**src/design/assert_macros.svh**
```systemverilog
// ----------------------------------------------------------------------------
// assert_macros.svh
// Assertion macros shared by the RTL files of the nearest point search.
// ----------------------------------------------------------------------------
`ifndef ASSERT_MACROS_SVH
`define ASSERT_MACROS_SVH

`ifndef ASSERT_OFF
// property must hold at every clock edge out of reset
`define ASSERT_CLK(label, clk, rst_n, prop) \
    label: assert property (@(posedge clk) disable iff (!rst_n) prop) \
        else $error("assertion failed");
// condition must never be seen out of reset
`define ASSERT_NEVER(label, clk, rst_n, prop) \
    label: assert property (@(posedge clk) disable iff (!rst_n) !(prop)) \
        else $error("forbidden condition seen");
`else
`define ASSERT_CLK(label, clk, rst_n, prop)
`define ASSERT_NEVER(label, clk, rst_n, prop)
`endif

`endif

```
**src/design/npsd_pkg.sv**
```systemverilog
// ----------------------------------------------------------------------------
// npsd_pkg
// Types, constants and helpers of the nearest point search block.
// ----------------------------------------------------------------------------
`default_nettype none

package npsd_pkg;

    // fixed field widths
    localparam int COORD_W   = 24;
    localparam int REG_W     = 24;
    localparam int IDX_W     = 10;
    localparam int DIST_W    = 50;
    localparam int CFG_IDX_W = 2;

    // parameter defaults
    localparam int MAX_ENTRIES_DEF = 1024;
    localparam int COORD_BITS_DEF  = 24;

    // register indexes
    localparam logic [CFG_IDX_W-1:0] REG_REF_X = 2'd0;
    localparam logic [CFG_IDX_W-1:0] REG_REF_Y = 2'd1;
    localparam logic [CFG_IDX_W-1:0] REG_REF_Z = 2'd2;

    // input word
    typedef struct packed {
        logic signed [COORD_W-1:0] cand_x;
        logic signed [COORD_W-1:0] cand_y;
        logic signed [COORD_W-1:0] cand_z;
        logic                      accepted;
        logic                      last;
    } t_in_word;

    // result word
    typedef struct packed {
        logic              found;
        logic [IDX_W-1:0]  best_index;
        logic [DIST_W-1:0] best_dist_sq;
        logic              list_overflow;
    } t_out_word;

    // width of one classified item in the front-to-back queue:
    // select, last, overflow flags, position, three magnitudes
    function automatic int task_w(input int max_entries, input int coord_bits);
        return 3 + $clog2(max_entries) + 3 * coord_bits;
    endfunction

endpackage

`default_nettype wire

```
**src/design/npsd_fifo.sv**
```systemverilog
// ----------------------------------------------------------------------------
// npsd_fifo
// Small register-based FIFO with push/full and pop/empty sides.
// ----------------------------------------------------------------------------
`default_nettype none
`include "assert_macros.svh"

module npsd_fifo #(
    parameter int WIDTH = 8,
    parameter int DEPTH = 4
) (
    input  wire logic             i_clk,
    input  wire logic             i_rst_n,
    input  wire logic             i_push,
    input  wire logic [WIDTH-1:0] i_data,
    output logic                  o_full,
    input  wire logic             i_pop,
    output logic [WIDTH-1:0]      o_data,
    output logic                  o_empty
);

    localparam int PTR_W = (DEPTH > 1) ? $clog2(DEPTH) : 1;
    localparam int CNT_W = $clog2(DEPTH + 1);

    logic [WIDTH-1:0] r_mem [DEPTH];
    logic [PTR_W-1:0] r_wr, n_wr;
    logic [PTR_W-1:0] r_rd, n_rd;
    logic [CNT_W-1:0] r_cnt, n_cnt;
    logic             w_push;
    logic             w_pop;

    assign o_full  = (r_cnt == CNT_W'(DEPTH));
    assign o_empty = (r_cnt == '0);
    assign o_data  = r_mem[r_rd];
    assign w_push  = i_push && !o_full;
    assign w_pop   = i_pop && !o_empty;

    // pointer and count update
    always_comb begin
        n_wr  = r_wr;
        n_rd  = r_rd;
        n_cnt = r_cnt;
        if (w_push) begin
            n_wr = (r_wr == PTR_W'(DEPTH - 1)) ? '0 : r_wr + 1'b1;
        end
        if (w_pop) begin
            n_rd = (r_rd == PTR_W'(DEPTH - 1)) ? '0 : r_rd + 1'b1;
        end
        if (w_push && !w_pop) begin
            n_cnt = r_cnt + 1'b1;
        end else if (w_pop && !w_push) begin
            n_cnt = r_cnt - 1'b1;
        end
    end

    always_ff @(posedge i_clk) begin
        if (!i_rst_n) begin
            r_wr  <= '0;
            r_rd  <= '0;
            r_cnt <= '0;
        end else begin
            r_wr  <= n_wr;
            r_rd  <= n_rd;
            r_cnt <= n_cnt;
        end
    end

    // storage, no reset
    always_ff @(posedge i_clk) begin
        if (w_push) begin
            r_mem[r_wr] <= i_data;
        end
    end

    `ASSERT_NEVER(a_full_and_empty, i_clk, i_rst_n, o_full && o_empty)
    `ASSERT_NEVER(a_count_range, i_clk, i_rst_n, r_cnt > CNT_W'(DEPTH))
    `ASSERT_CLK(a_full_rise, i_clk, i_rst_n, o_full && !$past(o_full) |-> $past(w_push && !w_pop))

endmodule

`default_nettype wire

```
**src/design/npsd_front.sv**
```systemverilog
// ----------------------------------------------------------------------------
// npsd_front
// Input side: takes candidate words, tracks list position and overflow,
// forms per-axis distance magnitudes and queues only words that matter.
// ----------------------------------------------------------------------------
`default_nettype none

module npsd_front #(
    parameter int MAX_ENTRIES = 1024,
    parameter int COORD_BITS  = 24
) (
    input  wire logic                                   i_clk,
    input  wire logic                                   i_rst_n,
    input  wire logic                                   i_push,
    input  wire npsd_pkg::t_in_word                     i_in_word,
    input  wire logic [npsd_pkg::REG_W-1:0]             i_ref_x,
    input  wire logic [npsd_pkg::REG_W-1:0]             i_ref_y,
    input  wire logic [npsd_pkg::REG_W-1:0]             i_ref_z,
    input  wire logic                                   i_q_full,
    output logic                                        o_q_push,
    output logic [npsd_pkg::task_w(MAX_ENTRIES, COORD_BITS)-1:0] o_q_data
);

    import npsd_pkg::*;

    localparam int CW    = COORD_BITS;
    localparam int POS_W = $clog2(MAX_ENTRIES);
    localparam int CNT_W = $clog2(MAX_ENTRIES + 1);

    typedef struct packed {
        logic             sel;
        logic             last;
        logic             ovf;
        logic [POS_W-1:0] pos;
        logic [CW-1:0]    mag_x;
        logic [CW-1:0]    mag_y;
        logic [CW-1:0]    mag_z;
    } t_task;

    // |a - b| with both operands cut to CW bits and sign extended
    function automatic logic [CW-1:0] mag_diff(input logic [COORD_W-1:0] a,
                                               input logic [COORD_W-1:0] b);
        logic signed [31:0] ea;
        logic signed [31:0] eb;
        logic signed [CW:0] d;
        ea = 32'(signed'(a));
        eb = 32'(signed'(b));
        d  = signed'({ea[CW-1], ea[CW-1:0]}) - signed'({eb[CW-1], eb[CW-1:0]});
        if (d[CW]) begin
            d = -d;
        end
        return d[CW-1:0];
    endfunction

    logic [CNT_W-1:0] r_count;
    logic             r_ovf;
    logic             w_acc;
    logic             w_in_range;
    t_task            w_task;

    assign w_acc      = i_push && !i_q_full;
    assign w_in_range = (r_count < CNT_W'(MAX_ENTRIES));

    // classify the incoming word
    always_comb begin
        w_task.sel   = i_in_word.accepted && w_in_range;
        w_task.last  = i_in_word.last;
        w_task.ovf   = r_ovf || !w_in_range;
        w_task.pos   = r_count[POS_W-1:0];
        w_task.mag_x = mag_diff(i_in_word.cand_x, i_ref_x);
        w_task.mag_y = mag_diff(i_in_word.cand_y, i_ref_y);
        w_task.mag_z = mag_diff(i_in_word.cand_z, i_ref_z);
    end

    // words that neither compete nor close the list are dropped here
    assign o_q_push = w_acc && (w_task.sel || w_task.last);
    assign o_q_data = w_task;

    // list position and overflow tracking
    always_ff @(posedge i_clk) begin
        if (!i_rst_n) begin
            r_count <= '0;
            r_ovf   <= 1'b0;
        end else if (w_acc) begin
            if (i_in_word.last) begin
                r_count <= '0;
                r_ovf   <= 1'b0;
            end else if (w_in_range) begin
                r_count <= r_count + 1'b1;
            end else begin
                r_ovf <= 1'b1;
            end
        end
    end

endmodule

`default_nettype wire

```
**src/design/npsd_back.sv**
```systemverilog
// ----------------------------------------------------------------------------
// npsd_back
// Execution side: squares the axis magnitudes, sums and saturates them,
// keeps the running minimum and emits one result per list.
// ----------------------------------------------------------------------------
`default_nettype none
`include "assert_macros.svh"

module npsd_back #(
    parameter int MAX_ENTRIES = 1024,
    parameter int COORD_BITS  = 24
) (
    input  wire logic                                   i_clk,
    input  wire logic                                   i_rst_n,
    input  wire logic [npsd_pkg::task_w(MAX_ENTRIES, COORD_BITS)-1:0] i_q_data,
    input  wire logic                                   i_q_empty,
    output logic                                        o_q_pop,
    input  wire logic                                   i_res_full,
    output logic                                        o_res_push,
    output npsd_pkg::t_out_word                         o_res
);

    import npsd_pkg::*;

    localparam int CW     = COORD_BITS;
    localparam int POS_W  = $clog2(MAX_ENTRIES);
    localparam int SQ_W   = 2 * CW;
    localparam int SUM_W  = SQ_W + 2;
    localparam int WIDE_W = (SUM_W > DIST_W) ? SUM_W : DIST_W + 1;
    localparam logic [WIDE_W-1:0] DIST_MAX_W = {{(WIDE_W - DIST_W){1'b0}}, {DIST_W{1'b1}}};

    typedef struct packed {
        logic             sel;
        logic             last;
        logic             ovf;
        logic [POS_W-1:0] pos;
        logic [CW-1:0]    mag_x;
        logic [CW-1:0]    mag_y;
        logic [CW-1:0]    mag_z;
    } t_task;

    t_task             w_q;
    logic              w_en;

    // square stage
    logic              r_s1_v;
    logic              r_s1_sel;
    logic              r_s1_last;
    logic              r_s1_ovf;
    logic [POS_W-1:0]  r_s1_pos;
    logic [SQ_W-1:0]   r_sq_x;
    logic [SQ_W-1:0]   r_sq_y;
    logic [SQ_W-1:0]   r_sq_z;

    // search state
    logic              r_have, n_have;
    logic [DIST_W-1:0] r_best_dist, n_best_dist;
    logic [POS_W-1:0]  r_best_pos, n_best_pos;

    logic [SUM_W-1:0]  w_sum;
    logic [WIDE_W-1:0] w_wide;
    logic [DIST_W-1:0] w_dist;
    logic              w_better;

    assign w_q     = i_q_data;
    assign w_en    = !i_res_full;
    assign o_q_pop = w_en;

    // square stage, stalls as a whole on a full result queue
    always_ff @(posedge i_clk) begin
        if (!i_rst_n) begin
            r_s1_v <= 1'b0;
        end else if (w_en) begin
            r_s1_v <= !i_q_empty;
        end
    end

    always_ff @(posedge i_clk) begin
        if (w_en) begin
            r_s1_sel  <= w_q.sel;
            r_s1_last <= w_q.last;
            r_s1_ovf  <= w_q.ovf;
            r_s1_pos  <= w_q.pos;
            r_sq_x    <= SQ_W'(w_q.mag_x) * SQ_W'(w_q.mag_x);
            r_sq_y    <= SQ_W'(w_q.mag_y) * SQ_W'(w_q.mag_y);
            r_sq_z    <= SQ_W'(w_q.mag_z) * SQ_W'(w_q.mag_z);
        end
    end

    // sum, saturate, compare; ties keep the earlier candidate
    always_comb begin
        w_sum    = SUM_W'(r_sq_x) + SUM_W'(r_sq_y) + SUM_W'(r_sq_z);
        w_wide   = WIDE_W'(w_sum);
        w_dist   = (w_wide > DIST_MAX_W) ? DIST_MAX_W[DIST_W-1:0] : w_wide[DIST_W-1:0];
        w_better = r_s1_sel && (!r_have || (w_dist < r_best_dist));
    end

    // running minimum update
    always_comb begin
        n_have      = r_have;
        n_best_dist = r_best_dist;
        n_best_pos  = r_best_pos;
        if (w_better) begin
            n_have      = 1'b1;
            n_best_dist = w_dist;
            n_best_pos  = r_s1_pos;
        end
    end

    // result word; state is zero when nothing was found
    always_comb begin
        o_res.found         = n_have;
        o_res.best_index    = IDX_W'(n_best_pos);
        o_res.best_dist_sq  = n_best_dist;
        o_res.list_overflow = r_s1_ovf;
    end

    assign o_res_push = w_en && r_s1_v && r_s1_last;

    always_ff @(posedge i_clk) begin
        if (!i_rst_n) begin
            r_have      <= 1'b0;
            r_best_dist <= '0;
            r_best_pos  <= '0;
        end else if (w_en && r_s1_v) begin
            if (r_s1_last) begin
                r_have      <= 1'b0;
                r_best_dist <= '0;
                r_best_pos  <= '0;
            end else begin
                r_have      <= n_have;
                r_best_dist <= n_best_dist;
                r_best_pos  <= n_best_pos;
            end
        end
    end

    `ASSERT_CLK(a_clear_after_result, i_clk, i_rst_n, o_res_push |=> !r_have)
    `ASSERT_CLK(a_empty_state_zero, i_clk, i_rst_n, !r_have |-> (r_best_dist == '0 && r_best_pos == '0))
    `ASSERT_CLK(a_stage_holds, i_clk, i_rst_n, r_s1_v && !w_en |=> r_s1_v)

endmodule

`default_nettype wire

```
**src/design/nearest_point_search_3d_core.sv**
```systemverilog
// ----------------------------------------------------------------------------
// nearest_point_search_3d_core
// Streaming nearest point search against a configurable 3D reference point.
// ----------------------------------------------------------------------------
// One candidate word is taken every clock while the input queue has room;
// after the last word of a list is taken, its result word passes through the
// input queue, the squaring stage register and the result queue. The compare
// of the squaring stage against the running minimum writes the result queue
// and decides one candidate per cycle while the result queue has room. Only
// a full result queue holds the squaring stage; the input side keeps taking
// words until its four-entry queue fills. The reference point must be written
// while no list is in flight. No clearing pass is needed after reset.
`default_nettype none

module nearest_point_search_3d_core #(
    parameter int MAX_ENTRIES = npsd_pkg::MAX_ENTRIES_DEF,
    parameter int COORD_BITS  = npsd_pkg::COORD_BITS_DEF
) (
    input  wire logic                             i_clk,
    input  wire logic                             i_rst_n,
    // candidate side
    input  wire logic                             push,
    output logic                                  full,
    input  wire npsd_pkg::t_in_word               i_in_word,
    // result side
    output logic                                  empty,
    input  wire logic                             pop,
    output npsd_pkg::t_out_word                   o_res_word,
    // configuration
    input  wire logic                             i_cfg_valid,
    output logic                                  o_cfg_ready,
    input  wire logic [npsd_pkg::CFG_IDX_W-1:0]   i_cfg_index,
    input  wire logic [npsd_pkg::REG_W-1:0]       i_cfg_data
);

    import npsd_pkg::*;

    localparam int TASK_W  = task_w(MAX_ENTRIES, COORD_BITS);
    localparam int OUT_W   = $bits(t_out_word);
    localparam int Q_DEPTH = 4;
    localparam int R_DEPTH = 2;

    logic [REG_W-1:0]  r_ref_x;
    logic [REG_W-1:0]  r_ref_y;
    logic [REG_W-1:0]  r_ref_z;

    logic              w_q_push;
    logic [TASK_W-1:0] w_q_wdata;
    logic              w_q_full;
    logic              w_q_pop;
    logic [TASK_W-1:0] w_q_rdata;
    logic              w_q_empty;

    logic              w_res_push;
    t_out_word         w_res;
    logic              w_res_full;
    logic [OUT_W-1:0]  w_res_rdata;

    // reference point registers
    assign o_cfg_ready = 1'b1;

    always_ff @(posedge i_clk) begin
        if (!i_rst_n) begin
            r_ref_x <= '0;
            r_ref_y <= '0;
            r_ref_z <= '0;
        end else if (i_cfg_valid) begin
            case (i_cfg_index)
                REG_REF_X: r_ref_x <= i_cfg_data;
                REG_REF_Y: r_ref_y <= i_cfg_data;
                REG_REF_Z: r_ref_z <= i_cfg_data;
                default: ;
            endcase
        end
    end

    // input side
    npsd_front #(
        .MAX_ENTRIES (MAX_ENTRIES),
        .COORD_BITS  (COORD_BITS)
    ) u_front (
        .i_clk     (i_clk),
        .i_rst_n   (i_rst_n),
        .i_push    (push),
        .i_in_word (i_in_word),
        .i_ref_x   (r_ref_x),
        .i_ref_y   (r_ref_y),
        .i_ref_z   (r_ref_z),
        .i_q_full  (w_q_full),
        .o_q_push  (w_q_push),
        .o_q_data  (w_q_wdata)
    );

    assign full = w_q_full;

    // queue between the two sides
    npsd_fifo #(
        .WIDTH (TASK_W),
        .DEPTH (Q_DEPTH)
    ) u_task_q (
        .i_clk   (i_clk),
        .i_rst_n (i_rst_n),
        .i_push  (w_q_push),
        .i_data  (w_q_wdata),
        .o_full  (w_q_full),
        .i_pop   (w_q_pop),
        .o_data  (w_q_rdata),
        .o_empty (w_q_empty)
    );

    // execution side
    npsd_back #(
        .MAX_ENTRIES (MAX_ENTRIES),
        .COORD_BITS  (COORD_BITS)
    ) u_back (
        .i_clk      (i_clk),
        .i_rst_n    (i_rst_n),
        .i_q_data   (w_q_rdata),
        .i_q_empty  (w_q_empty),
        .o_q_pop    (w_q_pop),
        .i_res_full (w_res_full),
        .o_res_push (w_res_push),
        .o_res      (w_res)
    );

    // result queue
    npsd_fifo #(
        .WIDTH (OUT_W),
        .DEPTH (R_DEPTH)
    ) u_res_q (
        .i_clk   (i_clk),
        .i_rst_n (i_rst_n),
        .i_push  (w_res_push),
        .i_data  (w_res),
        .o_full  (w_res_full),
        .i_pop   (pop),
        .o_data  (w_res_rdata),
        .o_empty (empty)
    );

    assign o_res_word = w_res_rdata;

endmodule

`default_nettype wire
```
**config.mk**
```make
export PLATFORM = sky130hd
export DESIGN_NAME = nearest_point_search_3d_core
export DESIGN_NICKNAME = d
export VERILOG_FILES = /design/src/design/npsd_pkg.sv /design/src/design/npsd_fifo.sv /design/src/design/npsd_front.sv /design/src/design/npsd_back.sv /design/src/design/nearest_point_search_3d_core.sv
export VERILOG_INCLUDE_DIRS = /design/src /design/src/design
export SDC_FILE = /design/constraint.sdc
export NUM_CORES = 2
export LEC_CHECK = 0
export BUFFER_PORTS_ARGS = -buffer_cell sky130_fd_sc_hd__buf_4
export CORE_MARGIN = 2
export CORE_UTILIZATION = 59
export DETAILED_ROUTE_END_ITERATION = 7
export PLACE_DENSITY = 0.9
export SLEW_MARGIN = 20
export SYNTH_ARGS = -nofsm -noshare
export SYNTH_HDL_FRONTEND = slang
export SYNTH_SLANG_ARGS = --single-unit
```
**constraint.sdc**
```tcl
create_clock -name i_clk -period 9.9 [get_ports i_clk]
set_clock_uncertainty 0.1 [all_clocks]
set_input_delay 1.485 -clock i_clk [delete_from_list [all_inputs] [get_ports i_clk]]
set_output_delay 1.485 -clock i_clk [all_outputs]
set_load 0.02 [all_outputs]
```
Word-level counts from Yosys, hierarchy flattened
Memory sizes are Yosys's and may differ from the RTL's. A register that Yosys moved wholly into a read port is not among the register bits.
Index checks and enable logic that the tools add are counted.
- add/sub/neg operators: 17
- multipliers: 3
- magnitude comparators: 2
- equal/unequal tests: 7
- mux-type cells: 29
- reductions and logical operators: 38
- operators by type and width (kind ; count):
    24-bit by 24-bit multiplier with 48-bit output ; 3
    50-bit two-way mux ; 2
    24-bit by 24-bit subtractor with 25-bit output ; 3
    24-bit two-way mux ; 3
    24-bit negator ; 3
    50-bit by 48-bit adder with 50-bit output ; 1
    50-bit less-than comparator ; 1
    48-bit by 48-bit adder with 49-bit output ; 1
    11-bit two-way mux ; 2
    10-bit two-way mux ; 2
    1-bit logical AND ; 14
    1-bit two-way mux ; 12
    2-bit two-way mux ; 6
    11-bit by 1-bit adder with 11-bit output, second input constant ; 1
    11-bit less-than comparator, second input constant ; 1
    1-bit logical NOT ; 10
    2-bit AND reduction ; 5
    2-bit == test, second input constant ; 4
    2-bit by 1-bit adder with 2-bit output, second input constant ; 3
    3-bit two-way mux ; 2
    2-bit nonzero test ; 3
    2-bit logical NOT ; 2
    3-bit by 1-bit adder with 3-bit output, second input constant ; 1
    3-bit == test, second input constant ; 1
    7 further kinds ; 10
- register bits: 314
- bits in writable memories: 464
- input port bits: 105
- output and inout port bits: 65
- word-level logic and storage cells: 120
- memories kept: 2
- memory list (memory ; words ; bits a word ; rd ports ; clocked after memory_dff ; write ports ; line ; source):
    u_task_q.r_mem ; 4 ; 85 ; 1 ; 1 ; 1 ; npsd_fifo.sv:25 ; logic [WIDTH-1:0] r_mem [DEPTH];
    u_res_q.r_mem ; 2 ; 62 ; 1 ; 1 ; 1 ; npsd_fifo.sv:25 ;

Logic depth before layout (Yosys ltp)
- depth in word-level cells: 9
- gate-level depth with buffers: 37
- depth with buffers taken out: 32

Hierarchy
A second synthesis with hierarchy kept.
- cells, all modules: 8458
- area total of the unflattened synthesis: 88242.1 um^2
- modules (own cells, without submodules) (module ; instances ; cells an instance ; area each (um^2) ; seq. area each (um^2)):
    npsd_back ; 1 ; 6477 ; 61004.8 ; 5865.6
    npsd_fifo (u_task_q) ; 1 ; 495 ; 12793.5 ; 10390.0
    npsd_front ; 1 ; 1003 ; 6972.9 ; 240.2
    npsd_fifo (u_res_q) ; 1 ; 218 ; 4705.8 ; 3823.7
    nearest_point_search_3d_core ; 1 ; 265 ; 2765.2 ; 1441.4

Least setup slack after synthesis
OpenSTA, ideal clock, no wires.
- path kind: reg-to-reg
- from: reg with a tool-made name
- to: reg u_back.r_sq_z[45] (data pin)
- library setup time: 0.263 ns
- arrival time: 8.914 ns
- required time: 9.537 ns
- path slack: 0.623 ns
- stages on the path, launching flop included: 33
- buffers on the path: 6
- clock period less this slack: 9.277 ns
- cell sequence: dfxtp_1 clkbuf_1 clkbuf_1 buf_1 buf_1 buf_2 mux2i_1 nand2_1 o21ai_1 clkbuf_1 nor2_1 fa_1 fa_1 fa_1 inv_1 fa_1 inv_1 fa_1 inv_1 fa_1 inv_1 fa_1 ha_1 o21a_1 o21a_1 a221oi_1 o2111ai_1 nand2_1 o31ai_1 a2111oi_0 o21ai_0 a311oi_1 xnor2_1
- RTL lines (element ; line ; source):
    to (signal assigned) ; npsd_back.sv:86 ; r_sq_z <= SQ_W'(w_q.mag_z) * SQ_W'(w_q.mag_z);
    to (decl) ; npsd_back.sv:53 ; logic [SQ_W-1:0] r_sq_z;

==> flow_summary.toml <==
[status]
outcome = "finished with violations"
violations = "design-rule violations"

[placement]
place.gp.congestion = 1.01
pre_cts_ws_ps = 530
hpwl_mm = 182
portBuffers = 168

[cells_and_area]
nets = 10900
layout_commonest_cell = "inv_1"
syn_to_final_growth_pct = 7.37
drive_gt1_share_pct = 7.75
mostFrequentLayoutCells = "1857 x inv_1, 1272 x fa_1, 746 x nand2_1"
utilization_pct = 64.0

[timing]
tns_ps = 0
fin_crit_ps = 9490
slew_headroom_pct = 28.1
fin_crit_sh_pct = 95.8
fmax_ghz = 0.105
final_max_slew_viol_count = 0
finalHoldViolCount = 0
fin_ws_ps = 412
worstMarginPinSlew_ps = 1080
rsz0062_at_grt = "false"
setup_viol = 0

[routing]
postRouteAntennaNets = 0
first_iter_violations = 6392
via_count = 64000
avgViaCountPerCell = 5.94
wl_per_cell_um = 21.3
routed_wl_mm = 229
drc_errors = 1
dr.pass1.iters = 8

[floorplan]
die_h_um = 388
placementRows = 140
start_util_pct = 59.6
io_pins = 170
die_area_um2 = 150000
die_w_um = 388
core_um2 = 146000

[setup_path]
cp.required_ps = 10370
critPathMaxFanout = 34
path_class = "register to register"
worst_setup_path_start_kind = "register"
cp.arrival_ps = 9950
cp-end-kind = "register"

[yosys]
seq_area_frac_synth_pct = 25.0
synth_top_area_share_pct = 29.3
netlist_top_cells_area = "fa_1 29%, edfxtp_1 21%, ha_1 11%"
synth_cells = 8665
syn_nets = 10800
ys_types = 94
avgSynthCellArea_um2 = 10.0
yosys_register_bits = 778
synth_edf_count = 618
synth_area_um2 = 87000
synth_warnings = 0
async_flop_share_pct = 0
yosysTopAreaCell = "fa_1"
synth_ff_type = "edfxtp_1"

[global_routing]
grt_max_degree = 105
grtUsageMet2_pct = 49.4
grt_use_met3_pct = 8.33
grt.overflow.total = 0
first_global_vias = 68700
use_met1_pct = 38.0
busiest_layer = "met2"
grt_pass1_wl_mm = 363
grt_usage_pct = 30.7
antenna_found_initial = 4

[clock_tree]
hold_buffers = 0
htree_num_levels = 3
clock_latency_ps = 720
clk_pin_slew_ps = 60
cts_buffer_depth = 3
numCtsBuffers = 82
cts_tree = "done"
cts.sinks = 778
cts_root_buf = "clkbuf_16"

[hold_path]
hp-class = "register to register"

[flow_run]
drv_cap = 0
## area by class of cell
cell class / instances / area, µm²
multi-input cells: 5756 / 57200
fillers: 10600 / 52600
flip-flops and latches: 778 / 21800
inverters: 1868 / 7020
well taps: 1917 / 2400
repair buffers: 295 / 2240
clock buffers: 103 / 2200
clock inverters: 49 / 500
diodes: 3 / 7.51
## per-layer routing
layer | vias to the layer above | routed length, µm
met5 | - | 66
met4 | 8 | 13600
met3 | 934 | 25500
met2 | 3692 | 105000
met1 | 31300 | 84800
li1 | 28000 | -
## metrics by stage
| stage | area (µm²) | hold WS, ps | std cells |
|---|---|---|---|
| 2_1_floorplan | 87000 | 321 | 8665 |
| 3_3_place_gp | 90600 | 341 | 10600 |
| 3_5_place_dp | 90600 | 359 | 10600 |
| 4_1_cts | 93300 | 367 | 10800 |
| 5_1_grt | 93400 | 384 | 10800 |
| 6_report | 93400 | 365 | 10800 |
## cell usage after synthesis, types with 27 or more instances
library cell / number
and2_1: 36
clkbuf_1: 217
fa_1: 1272
o31ai_1: 31
edfxtp_1: 618
a211oi_1: 31
buf_1: 41
mux2i_1: 80
xor2_1: 107
nand2_1: 746
inv_1: 1858
and3_1: 37
nor2_1: 698
nand4_1: 43
or3_1: 30
nand2b_1: 47
xnor2_1: 235
ha_1: 737
o21bai_1: 42
mux2_2: 192
nand3_1: 67
o211ai_1: 27
dfxtp_1: 160
o21a_1: 84
nor2b_1: 86
a31oi_1: 35
a21boi_0: 84
o21ai_1: 30
a22oi_1: 42
a21oi_1: 298
nor3_1: 57
o21ai_0: 195
a21o_1: 147
## path summary, 6_finish.rpt
path | startpoint | end | slack, ps | cells past startpoint
max reg2reg | register | u_back.r_sq_x[47] | 410 | 27
min reg2reg | r_ref_y[10] | r_ref_y[10] | 370 | 2
max | register | u_back.r_sq_x[47] | 410 | 27
min | r_ref_y[10] | r_ref_y[10] | 370 | 2
## registers in the layout (all words and copies together) (netlist names), 2 cells and up, named ones only
| name | count |
|---|---|
| r_ref_x | 24 |
| r_ref_y | 24 |
| r_ref_z | 24 |
| u_back.r_best_dist | 50 |
| u_back.r_best_pos | 10 |
| u_back.r_s1_pos | 10 |
| u_back.r_sq_x | 47 |
| u_back.r_sq_y | 47 |
| u_back.r_sq_z | 47 |
| u_front.r_count | 11 |
| u_res_q.r_cnt | 2 |
| u_res_q.r_mem | 124 |
| u_task_q.r_cnt | 3 |
| u_task_q.r_mem | 340 |
| u_task_q.r_rd | 2 |
| u_task_q.r_wr | 2 |
## critical path, cell delays in order, from the launching register on
cell,delay [ps]
dfxtp_4,620
buf_12,290
buf_4,330
mux2i_1,130
nand2_1,120
o21a_1,720
nand2_1,280
fa_1,610
inv_1,60
fa_1,460
fa_1,570
fa_1,450
fa_1,540
inv_1,50
fa_1,470
inv_1,50
fa_1,430
ha_1,360
a21oi_1,150
o21bai_1,80
a21o_1,200
a2111oi_0,550
o211ai_1,240
a311o_1,370
a21oi_1,200
o31ai_1,200
or4_1,550
nand3_1,100
## logic make-up (layout without fill, tap and decap cells)
logic type	after synthesis	in the layout	share of synthesized area (%)
buf+inv	2131	2315	9.22
fa+ha+maj	2009	2009	39.9
simple gates	1927	1927	9.67
compound gates	1192	1192	9.01
flops	778	778	25.0
xor+xnor	342	342	3.44
mux	285	285	3.74
other cells	1	4	0.00431
## repair_timing
action	in CTS	in global routing
endpoints found under the setup margin	0	1
resized for setup	0	4
setup buffers	0	0
Power is not shown: default switching activity piles up to over one toggle a cycle in this logic, so the estimate is an artifact.
